==> config.mk <==
export PLATFORM = sky130hd
export DESIGN_NAME = jog_step_generator_with_limit_lockout
export DESIGN_NICKNAME = d
export VERILOG_FILES = /design/src/rtl/core/jsg_pkg.sv /design/src/rtl/core/jsg_csr.sv /design/src/rtl/core/jsg_div.sv /design/src/rtl/core/jog_step_generator_with_limit_lockout.sv
export SDC_FILE = /design/constraint.sdc
export NUM_CORES = 1
export LEC_CHECK = 0
export ABC_AREA = 1
export CAP_MARGIN = 5
export CORE_AREA = 2 2 263 265
export CTS_BUF_LIST = sky130_fd_sc_hd__clkbuf_4 sky130_fd_sc_hd__clkbuf_8
export DETAILED_ROUTE_END_ITERATION = 10
export DIE_AREA = 0 0 265 267
export DONT_BUFFER_PORTS = 1
export SLEW_MARGIN = 10
export SYNTH_ARGS = -nofsm -noshare
export SYNTH_HDL_FRONTEND = slang
export SYNTH_SLANG_ARGS = --single-unit
==> constraint.sdc <==
create_clock -name clock -period 9.2 [get_ports clock]
set_input_delay 0.46 -clock clock [delete_from_list [all_inputs] [get_ports clock]]
set_output_delay 0.46 -clock clock [all_outputs]
set_load 0.01 [all_outputs]
==> src/rtl/core/jsg_pkg.sv <==
// Shared types and constants for the jog step generator.
// No dependencies; imported by every module of the block.
package jsg_pkg;

   localparam int AXIS_SLOTS = 4;
   localparam int SEL_W      = 2;
   localparam int SPEED_W    = 9;
   localparam int SPM_W      = 16;
   localparam int PROD_W     = SPEED_W + SPM_W;
   localparam int LOW_W      = 30;
   localparam int PULSE_W    = 6;
   localparam int CNT_W      = 5;
   localparam int ADDR_W     = 5;
   localparam int DATA_W     = 32;
   localparam int SPD_CMP_W  = 12;

   // 3e10 ns scaled by 256 for the Q8.8 steps-per-mm value
   localparam logic [42:0]        LOW_TIME_NUM = 43'd7680000000000;
   localparam logic [LOW_W-1:0]   LOW_TIME_MAX = 30'd999999999;

   // speed / 15 as (speed * 2185) >> 15, exact for 9-bit speeds
   localparam logic [11:0]        RECIP15       = 12'd2185;
   localparam int                 RECIP15_SHIFT = 15;
   localparam logic [SPEED_W-1:0] LOW_SPEED     = 9'd16;
   localparam logic [PULSE_W-1:0] LOW_PULSES    = 6'd2;

   localparam logic REQ_JOG    = 1'b0;
   localparam logic REQ_SAMPLE = 1'b1;

   localparam logic [2:0] REG_SPEED = 3'd0;
   localparam logic [2:0] REG_SPM0  = 3'd1;
   localparam logic [2:0] REG_SPM1  = 3'd2;
   localparam logic [2:0] REG_SPM2  = 3'd3;
   localparam logic [2:0] REG_SPM3  = 3'd4;

   localparam logic [SPEED_W-1:0] SPEED_RESET = 9'd500;
   localparam logic [SPM_W-1:0]   SPM_RESET   = 16'd256;

   typedef enum logic [1:0] {
      LOCK_NONE = 2'd0,
      LOCK_NEG  = 2'd1,
      LOCK_POS  = 2'd2
   } lock_type;

   typedef enum logic [2:0] {
      ST_IDLE,
      ST_EXEC,
      ST_MUL,
      ST_START,
      ST_WAIT,
      ST_FINISH
   } state_type;

   typedef struct packed {
      logic [SPEED_W-1:0]                jog_speed;
      logic [AXIS_SLOTS-1:0][SPM_W-1:0]  spm;
   } cfg_type;

endpackage

==> src/rtl/core/jsg_csr.sv <==
// Configuration registers behind the APB-style port: jog speed and steps per mm.
// Depends on jsg_pkg.
module jsg_csr import jsg_pkg::*; (
   input  logic              clock,
   input  logic              reset,
   input  logic              csr_psel,
   input  logic              csr_penable,
   input  logic              csr_pwrite,
   input  logic [ADDR_W-1:0] csr_paddr,
   input  logic [DATA_W-1:0] csr_pwdata,
   output logic [DATA_W-1:0] csr_prdata,
   output logic              csr_pready,
   output cfg_type           cfg
);

   cfg_type    cfg_ff;
   cfg_type    cfg_in;
   logic [2:0] idx;
   logic       wr_en;

   assign idx        = csr_paddr[4:2];
   assign wr_en      = csr_psel & csr_penable & csr_pwrite;
   assign csr_pready = 1'b1;
   assign cfg        = cfg_ff;

   always_comb begin
      cfg_in = cfg_ff;
      if (wr_en) begin
         case (idx)
            REG_SPEED: cfg_in.jog_speed = csr_pwdata[SPEED_W-1:0];
            REG_SPM0, REG_SPM1, REG_SPM2, REG_SPM3:
               cfg_in.spm[2'(idx - REG_SPM0)] = csr_pwdata[SPM_W-1:0];
            default: cfg_in = cfg_ff;
         endcase
      end
   end

   always_comb begin
      case (idx)
         REG_SPEED: csr_prdata = DATA_W'(cfg_ff.jog_speed);
         REG_SPM0, REG_SPM1, REG_SPM2, REG_SPM3:
            csr_prdata = DATA_W'(cfg_ff.spm[2'(idx - REG_SPM0)]);
         default: csr_prdata = '0;
      endcase
   end

   always_ff @(posedge clock) begin
      if (reset) begin
         cfg_ff.jog_speed <= SPEED_RESET;
         for (int a = 0; a < AXIS_SLOTS; a++) begin
            cfg_ff.spm[a] <= SPM_RESET;
         end
      end else begin
         cfg_ff <= cfg_in;
      end
   end

endmodule

==> src/rtl/core/jsg_div.sv <==
// Restoring divider for the pulse low time: one quotient bit per cycle,
// saturated at LOW_TIME_MAX. Depends on jsg_pkg.
module jsg_div import jsg_pkg::*; (
   input  logic              clock,
   input  logic              reset,
   input  logic              start,
   input  logic [PROD_W-1:0] divisor,
   output logic              done,
   output logic [LOW_W-1:0]  quotient
);

   localparam logic [12:0]      NUM_HI = LOW_TIME_NUM[42:30];
   localparam logic [LOW_W-1:0] NUM_LO = LOW_TIME_NUM[LOW_W-1:0];

   logic              busy_ff, busy_in;
   logic              done_ff, done_in;
   logic [CNT_W-1:0]  cnt_ff, cnt_in;
   logic [PROD_W-1:0] rem_ff, rem_in;
   logic [PROD_W-1:0] dvs_ff, dvs_in;
   logic [LOW_W-1:0]  quo_ff, quo_in;
   logic [LOW_W-1:0]  res_ff, res_in;

   logic [CNT_W-1:0]  bit_idx;
   logic [PROD_W:0]   trial;
   logic [PROD_W:0]   diff;
   logic              fits;
   logic [LOW_W-1:0]  quo_next;

   assign bit_idx  = CNT_W'(LOW_W - 1) - cnt_ff;
   assign trial    = {rem_ff, NUM_LO[bit_idx]};
   assign fits     = trial >= {1'b0, dvs_ff};
   assign diff     = trial - {1'b0, dvs_ff};
   assign quo_next = {quo_ff[LOW_W-2:0], fits};

   always_comb begin
      busy_in = busy_ff;
      done_in = 1'b0;
      cnt_in  = cnt_ff;
      rem_in  = rem_ff;
      dvs_in  = dvs_ff;
      quo_in  = quo_ff;
      res_in  = res_ff;
      if (start) begin
         // quotient of 2^30 or more is already past saturation
         if (PROD_W'(NUM_HI) >= divisor) begin
            res_in  = LOW_TIME_MAX;
            done_in = 1'b1;
         end else begin
            busy_in = 1'b1;
            cnt_in  = '0;
            rem_in  = PROD_W'(NUM_HI);
            dvs_in  = divisor;
            quo_in  = '0;
         end
      end else if (busy_ff) begin
         rem_in = fits ? diff[PROD_W-1:0] : trial[PROD_W-1:0];
         quo_in = quo_next;
         cnt_in = cnt_ff + 1'b1;
         if (cnt_ff == CNT_W'(LOW_W - 1)) begin
            busy_in = 1'b0;
            done_in = 1'b1;
            res_in  = (quo_next > LOW_TIME_MAX) ? LOW_TIME_MAX : quo_next;
         end
      end
   end

   always_ff @(posedge clock) begin
      if (reset) begin
         busy_ff <= 1'b0;
         done_ff <= 1'b0;
      end else begin
         busy_ff <= busy_in;
         done_ff <= done_in;
      end
      cnt_ff <= cnt_in;
      rem_ff <= rem_in;
      dvs_ff <= dvs_in;
      quo_ff <= quo_in;
      res_ff <= res_in;
   end

   assign done     = done_ff;
   assign quotient = res_ff;

endmodule

==> src/rtl/core/jog_step_generator_with_limit_lockout.sv <==
// Jog step generator with limit lockout, top level; uses jsg_pkg, jsg_csr and jsg_div.
// From request taken to result handshake: a jog that moves takes one multiply, then 30
// steps of the single restoring divider; the divider skips its steps when the low time
// saturates at once (small product of speed and steps per mm); samples and refused jogs skip both.
// Throughput: one request at a time; the next request is taken once the result is registered.
// Reset (synchronous): all axes unlocked and negative, speed 500, steps per mm 1.0.
module jog_step_generator_with_limit_lockout import jsg_pkg::*; #(
   parameter int NUM_AXES  = 4,
   parameter int MAX_SPEED = 500
) (
   input  logic                  clock,
   input  logic                  reset,
   input  logic                  req_valid,
   output logic                  req_ready,
   input  logic                  req_type,
   input  logic [SEL_W-1:0]      req_axis_sel,
   input  logic                  req_jog_dir,
   input  logic [AXIS_SLOTS-1:0] req_limit_bits,
   output logic                  rsp_valid,
   input  logic                  rsp_ready,
   output logic                  rsp_moved,
   output logic [PULSE_W-1:0]    rsp_pulse_count,
   output logic [LOW_W-1:0]      rsp_low_time_ns,
   output logic [2*AXIS_SLOTS-1:0] rsp_lock_states,
   output logic [AXIS_SLOTS-1:0] rsp_dir_bits,
   input  logic                  csr_psel,
   input  logic                  csr_penable,
   input  logic                  csr_pwrite,
   input  logic [ADDR_W-1:0]     csr_paddr,
   input  logic [DATA_W-1:0]     csr_pwdata,
   output logic [DATA_W-1:0]     csr_prdata,
   output logic                  csr_pready
);

   cfg_type cfg;

   state_type state_ff, state_in;

   logic                  type_ff, type_in;
   logic [SEL_W-1:0]      sel_ff, sel_in;
   logic                  jdir_ff, jdir_in;
   logic [AXIS_SLOTS-1:0] lim_ff, lim_in;

   lock_type              lock_ff [AXIS_SLOTS];
   lock_type              lock_in [AXIS_SLOTS];
   logic [AXIS_SLOTS-1:0] dir_ff, dir_in;
   logic [AXIS_SLOTS-1:0] present;

   logic [SPEED_W-1:0]    speed_ff, speed_in;
   logic [PROD_W-1:0]     prod_ff, prod_in;
   logic                  moved_ff, moved_in;
   logic [PULSE_W-1:0]    pulse_ff, pulse_in;
   logic [LOW_W-1:0]      low_ff, low_in;

   logic                  rsp_valid_ff, rsp_valid_in;
   logic                  rsp_moved_ff;
   logic [PULSE_W-1:0]    rsp_pulse_ff;
   logic [LOW_W-1:0]      rsp_low_ff;
   logic [2*AXIS_SLOTS-1:0] rsp_lock_ff, lock_pack;
   logic [AXIS_SLOTS-1:0] rsp_dir_ff;
   logic                  rsp_load;

   logic                  div_start;
   logic                  div_done;
   logic [LOW_W-1:0]      div_quo;

   logic [SPEED_W-1:0]    speed_sat;
   logic [20:0]           recip_prod;
   lock_type              want_lock;

   jsg_csr u_csr (
      .clock       (clock),
      .reset       (reset),
      .csr_psel    (csr_psel),
      .csr_penable (csr_penable),
      .csr_pwrite  (csr_pwrite),
      .csr_paddr   (csr_paddr),
      .csr_pwdata  (csr_pwdata),
      .csr_prdata  (csr_prdata),
      .csr_pready  (csr_pready),
      .cfg         (cfg)
   );

   jsg_div u_div (
      .clock    (clock),
      .reset    (reset),
      .start    (div_start),
      .divisor  (prod_ff),
      .done     (div_done),
      .quotient (div_quo)
   );

   for (genvar a = 0; a < AXIS_SLOTS; a++) begin : g_present
      assign present[a] = (a < NUM_AXES);
   end

   assign speed_sat = ({{(SPD_CMP_W-SPEED_W){1'b0}}, cfg.jog_speed} > SPD_CMP_W'(MAX_SPEED))
                      ? SPEED_W'(MAX_SPEED) : cfg.jog_speed;
   assign recip_prod = 21'(speed_sat) * 21'(RECIP15);
   assign want_lock  = jdir_ff ? LOCK_POS : LOCK_NEG;
   assign rsp_load   = (state_ff == ST_FINISH) && (!rsp_valid_ff || rsp_ready);
   assign div_start  = (state_ff == ST_START);
   assign req_ready  = (state_ff == ST_IDLE);

   always_comb begin
      state_in = state_ff;
      type_in  = type_ff;
      sel_in   = sel_ff;
      jdir_in  = jdir_ff;
      lim_in   = lim_ff;
      lock_in  = lock_ff;
      dir_in   = dir_ff;
      speed_in = speed_ff;
      prod_in  = prod_ff;
      moved_in = moved_ff;
      pulse_in = pulse_ff;
      low_in   = low_ff;
      case (state_ff)
         ST_IDLE: begin
            if (req_valid) begin
               type_in  = req_type;
               sel_in   = req_axis_sel;
               jdir_in  = req_jog_dir;
               lim_in   = req_limit_bits;
               state_in = ST_EXEC;
            end
         end
         ST_EXEC: begin
            moved_in = 1'b0;
            pulse_in = '0;
            low_in   = '0;
            speed_in = speed_sat;
            state_in = ST_FINISH;
            if (type_ff == REQ_SAMPLE) begin
               // lock each tripped, unlocked axis in the way it is heading
               for (int a = 0; a < AXIS_SLOTS; a++) begin
                  if (present[a] && lim_ff[a] && lock_ff[a] == LOCK_NONE) begin
                     lock_in[a] = dir_ff[a] ? LOCK_POS : LOCK_NEG;
                  end
               end
            end else if (present[sel_ff] && lock_ff[sel_ff] != want_lock) begin
               dir_in[sel_ff] = jdir_ff;
               if (lock_ff[sel_ff] != LOCK_NONE && !lim_ff[sel_ff]) begin
                  lock_in[sel_ff] = LOCK_NONE;
               end
               moved_in = 1'b1;
               pulse_in = (speed_sat > LOW_SPEED)
                          ? recip_prod[RECIP15_SHIFT +: PULSE_W] + 1'b1 : LOW_PULSES;
               state_in = ST_MUL;
            end
         end
         ST_MUL: begin
            prod_in  = PROD_W'(speed_ff) * PROD_W'(cfg.spm[sel_ff]);
            state_in = ST_START;
         end
         ST_START: begin
            state_in = ST_WAIT;
         end
         ST_WAIT: begin
            if (div_done) begin
               low_in   = div_quo;
               state_in = ST_FINISH;
            end
         end
         ST_FINISH: begin
            if (rsp_load) begin
               state_in = ST_IDLE;
            end
         end
         default: state_in = ST_IDLE;
      endcase
   end

   always_comb begin
      for (int a = 0; a < AXIS_SLOTS; a++) begin
         lock_pack[2*a +: 2] = lock_ff[a];
      end
   end

   always_comb begin
      rsp_valid_in = rsp_valid_ff;
      if (rsp_load) begin
         rsp_valid_in = 1'b1;
      end else if (rsp_ready) begin
         rsp_valid_in = 1'b0;
      end
   end

   always_ff @(posedge clock) begin
      if (reset) begin
         state_ff     <= ST_IDLE;
         rsp_valid_ff <= 1'b0;
         dir_ff       <= '0;
         for (int a = 0; a < AXIS_SLOTS; a++) begin
            lock_ff[a] <= LOCK_NONE;
         end
      end else begin
         state_ff     <= state_in;
         rsp_valid_ff <= rsp_valid_in;
         dir_ff       <= dir_in;
         lock_ff      <= lock_in;
      end
      type_ff  <= type_in;
      sel_ff   <= sel_in;
      jdir_ff  <= jdir_in;
      lim_ff   <= lim_in;
      speed_ff <= speed_in;
      prod_ff  <= prod_in;
      moved_ff <= moved_in;
      pulse_ff <= pulse_in;
      low_ff   <= low_in;
      if (rsp_load) begin
         rsp_moved_ff <= moved_ff;
         rsp_pulse_ff <= pulse_ff;
         rsp_low_ff   <= low_ff;
         rsp_lock_ff  <= lock_pack;
         rsp_dir_ff   <= dir_ff;
      end
   end

   assign rsp_valid       = rsp_valid_ff;
   assign rsp_moved       = rsp_moved_ff;
   assign rsp_pulse_count = rsp_pulse_ff;
   assign rsp_low_time_ns = rsp_low_ff;
   assign rsp_lock_states = rsp_lock_ff;
   assign rsp_dir_bits    = rsp_dir_ff;

endmodule
==> summary.md <==
The run finished with clean final reports. The number of global-route vias before repair was 14740; the total DRC errors in the routed layout was 0. Summing all multi-input logic gate instances after layout gives 0.009370 mm2.

The layout filler cell count was 7103; the share of synthesized flip-flops with an asynchronous set or reset was 0%. Summing the sequential cell areas from Yosys gives 44.86% of the chip area. The worst setup path category is reg2reg. Derived from the worst setup path, the maximum achievable clock frequency is 155.0 MHz.

The region available for standard cell placement spans 0.06799 mm2. The number of buffer and inverter instances along the worst setup path is 5. Number of antenna violations at the first check in global routing: 0. The path class of the tightest hold or removal check is in2reg. The die outline height came out at 267 um. Walking the worst path, the cells encountered are inv_2, nand2_1, inv_2, a22oi_1, o221ai_1, inv_1, nor2_1, fa_1, fa_1, fa_1, inv_1, fa_1, inv_1, ha_1, nand2_1, nor4_1, a21oi_1, o21bai_1, nand3_1, nand2_1, xor2_1. Number of sinks driven by the clock tree: 333.

Counting distinct cell types in the post-synthesis netlist gives 57. The slew at the pin closest to its max-slew limit works out to 1.047 ns. During synthesis, Yosys emitted a total of 0 warnings.

The synthesized design contains 242 enable-type register cells. The initial utilization of the core area, before any placement, comes to 29.80%. Port buffering added 0 buffers. The mean instance size in the synthesized netlist was 9.150 um2; the post-route clock period utilization was 70.11%. Counting I/O delays and the setup requirement, the final critical path takes 6.450 ns. The first global-routing pass estimated 77230 um of wire. The top flip-flop cell by instance count after synthesis is edfxtp_1. The critical-path cell with the highest stage delay was nand2_1. 136 I/O pins were placed.

At the worst endpoint, the arrival time is 6.86 ns. inv_1 is the most common cell in the netlist. The mapped netlist covers 0.02026 mm2. The proportion of layout cells with a drive suffix above 1 was 6.258%. The wire length per cell was 14.78 um. The logs give 980 for the DRC marker count from the first detailed-route iteration and 0 for the total global routing overflow.

For the final routed database, the setup TNS stands at 0 ns. The cell sitting at the root of the clock tree is a clkbuf_8. The logs give 0.07076 mm2 for the area of the die and 0.66 ns for the insertion delay of the later-clocked pin in the worst-skew pair. In this run the worst path has a maximum fanout of 13. The H-tree was split into 2 levels.

Relative to the synthesized area, the layout overhead comes to 11.94%. The instance count of the mapped netlist was 2214. Setup repair after global routing left no endpoint under its margin. Routability-driven placement finished with a final weighted congestion of 0.8706.

For the detailed-routing iteration count for the pre-antenna-repair pass, the log shows 5. The detail route stage leaves a number of antenna-violating nets equal to 0. After synthesis, the cell types taking the most area are edfxtp_1 (36%), fa_1 (10%), dfxtp_1 (9.0%). The tools report the total setup violations reported at the end of the flow as 0. Power comes to 0.004659 W.

After synthesis, the most frequently instantiated cells are inv_1 (383), nor2_1 (301), nand2_1 (257). The analysis attributes to cell leakage a power of 9.887 nW. The post-route worst setup slack is 2.750 ns, and the total via count in the routed design is 14580.

OpenSTA, run right after detailed placement, puts the worst setup slack at 2.818 ns. The floorplan step set the die width to 265 um. Across the run, the number of max-cap violations was 0.

In this run, synthesis produced a sequential element count of 333. For this run, the slowest stage of the critical path takes 0.59 ns. The clock passes through at most 3 buffers.

The required time reported for the critical path endpoint was 9.61 ns. Kind of capture point of the worst setup path: a register. The total count of hold-check failures in the final report is 0.

Using the TritonRoute via totals, the vias-per-cell ratio works out to 4.605. The synthesized design spends more area on one cell type than any other, namely edfxtp_1. Entering global routing, the biggest net connects 76 pins. The peak supply drop was 96.91 uV. Summing all flip-flop and latch instances after layout gives 0.009089 mm2.

Power per cell area: 205.4 mW/mm2. Among cell families on the critical path, the largest total delay comes from adder cells. The worst slew slack as a fraction of its limit was 29.92%; the number of antenna cells inserted was 0. The run gives 33450 um as the HPWL reported at the end of detailed placement.

The synthesized design devotes to its leading area cell type 35.87% of total area. Clock-pin slew was measured on the worst setup and hold paths at 0.06 ns. The logs give 13.55% for the total track usage and 0 for the post-cts resize count.

TritonCTS built the clock tree. In this design, the critical path's most frequently occurring cell is fa_1. The worst setup path is launched from a register. The number of pins with negative max-slew slack in the final report is 0. In this run, CTS created clock tree buffers numbering 57. The routed design has 46810 um of wire. The worst setup skew after layout was 0.04097 ns.

At the end of the flow, the number of nets in the layout was 2504. The floorplan has 96 rows.
timing repair:
action,CTS,global route
endpoints found under the hold margin,93,0
hold buffers,26,0
setup buffers,0,0
routing by layer:
metal	share of wire, %	wire, um	track usage, %
met5	0	0	0
met4	2.6	1207	4.489
met3	5.7	2660	2.860
met2	47	21990	22.77
met1	45	20960	17.33
placed cells by master (no fill, tap or decap), drive strengths merged, types with 2 or more instances in the layout:
cell type,count
a211oi,5
a21o,9
a21oi,173
a221oi,6
a22oi,8
a31oi,6
and2,7
and3,2
buf,12
bufinv,6
clkbuf,77
clkinv,23
conb,17
dfxtp,91
dlygate4sd3,26
edfxtp,242
fa,105
ha,111
inv,392
nand2,261
nand3,84
nand3b,2
nand4,17
nor2,303
nor3,14
nor4,9
o211ai,20
o21a,12
o21ai,165
o21bai,8
o221ai,7
o22ai,7
o31ai,2
or2,3
xnor2,15
xor2,30
report_power, final:
group / switching, W / internal, W
combinational: 0.000774 / 0.000355
sequential: 0.000116 / 0.00191
clock: 0.000641 / 0.000862
total: 0.00153 / 0.00313
cell type report:
type / instances / area share (%)
flip-flops and latches: 333 / 40.08
multi-input cells: 1415 / 41.32
repair buffers: 38 / 1.545
clock buffers: 77 / 4.259
clock inverters: 31 / 1.462
inverters: 391 / 6.472
well taps: 882 / 4.866
per-stage QoR:
stage	instances	utilization (%)	hold WS [ns]	instance area (um2)
after floorplan	2229	-	0.4003	20310
after global placement	3033	31.07	0.4021	21120
after detailed placement	3033	31.07	0.4045	21120
after CTS	3167	33.36	0.003193	22680
after global routing	3167	33.36	0.01585	22680
final	3167	33.36	0.04089	22680
logic make-up after synthesis:
family | after synthesis | share of synthesized area, %
simple gates | 704 | 14.55
other cells | 2 | 0.03707
xor+xnor | 45 | 1.946
flops | 333 | 44.86
buf+inv | 481 | 9.289
compound gates | 433 | 12.08
fa+ha+maj | 216 | 17.23
path summary, 6_finish.rpt:
path                      start                  end  slack, ns  depth (start not counted)
setup / recovery      sel_ff[1]          prod_ff[22]       2.75                         21
hold / removal    csr_pwdata[3]        u_csr.cfg[19]       0.04                          2
setup reg to reg      sel_ff[1]          prod_ff[22]       2.75                         21
hold reg to reg      low_ff[23]  rsp_low_time_ns[23]       0.42                          0
flip-flops by register name, summed over array words and instances, names as in the netlist, 3 cells and up:
name,flops
u_div.cnt_ff,5
speed_ff,9
rsp_low_time_ns,30
u_div.rem_ff,25
rsp_pulse_count,6
rsp_lock_states,8
u_div.quo_ff,29
dir_ff,4
u_div.quotient,30
lim_ff,4
rsp_dir_bits,4
state_ff,3
prod_ff,25
u_div.dvs_ff,25
low_ff,30
lock_ff,8
pulse_ff,6
u_csr.cfg,73
No activity file was read; power rests on OpenSTA's default activity.
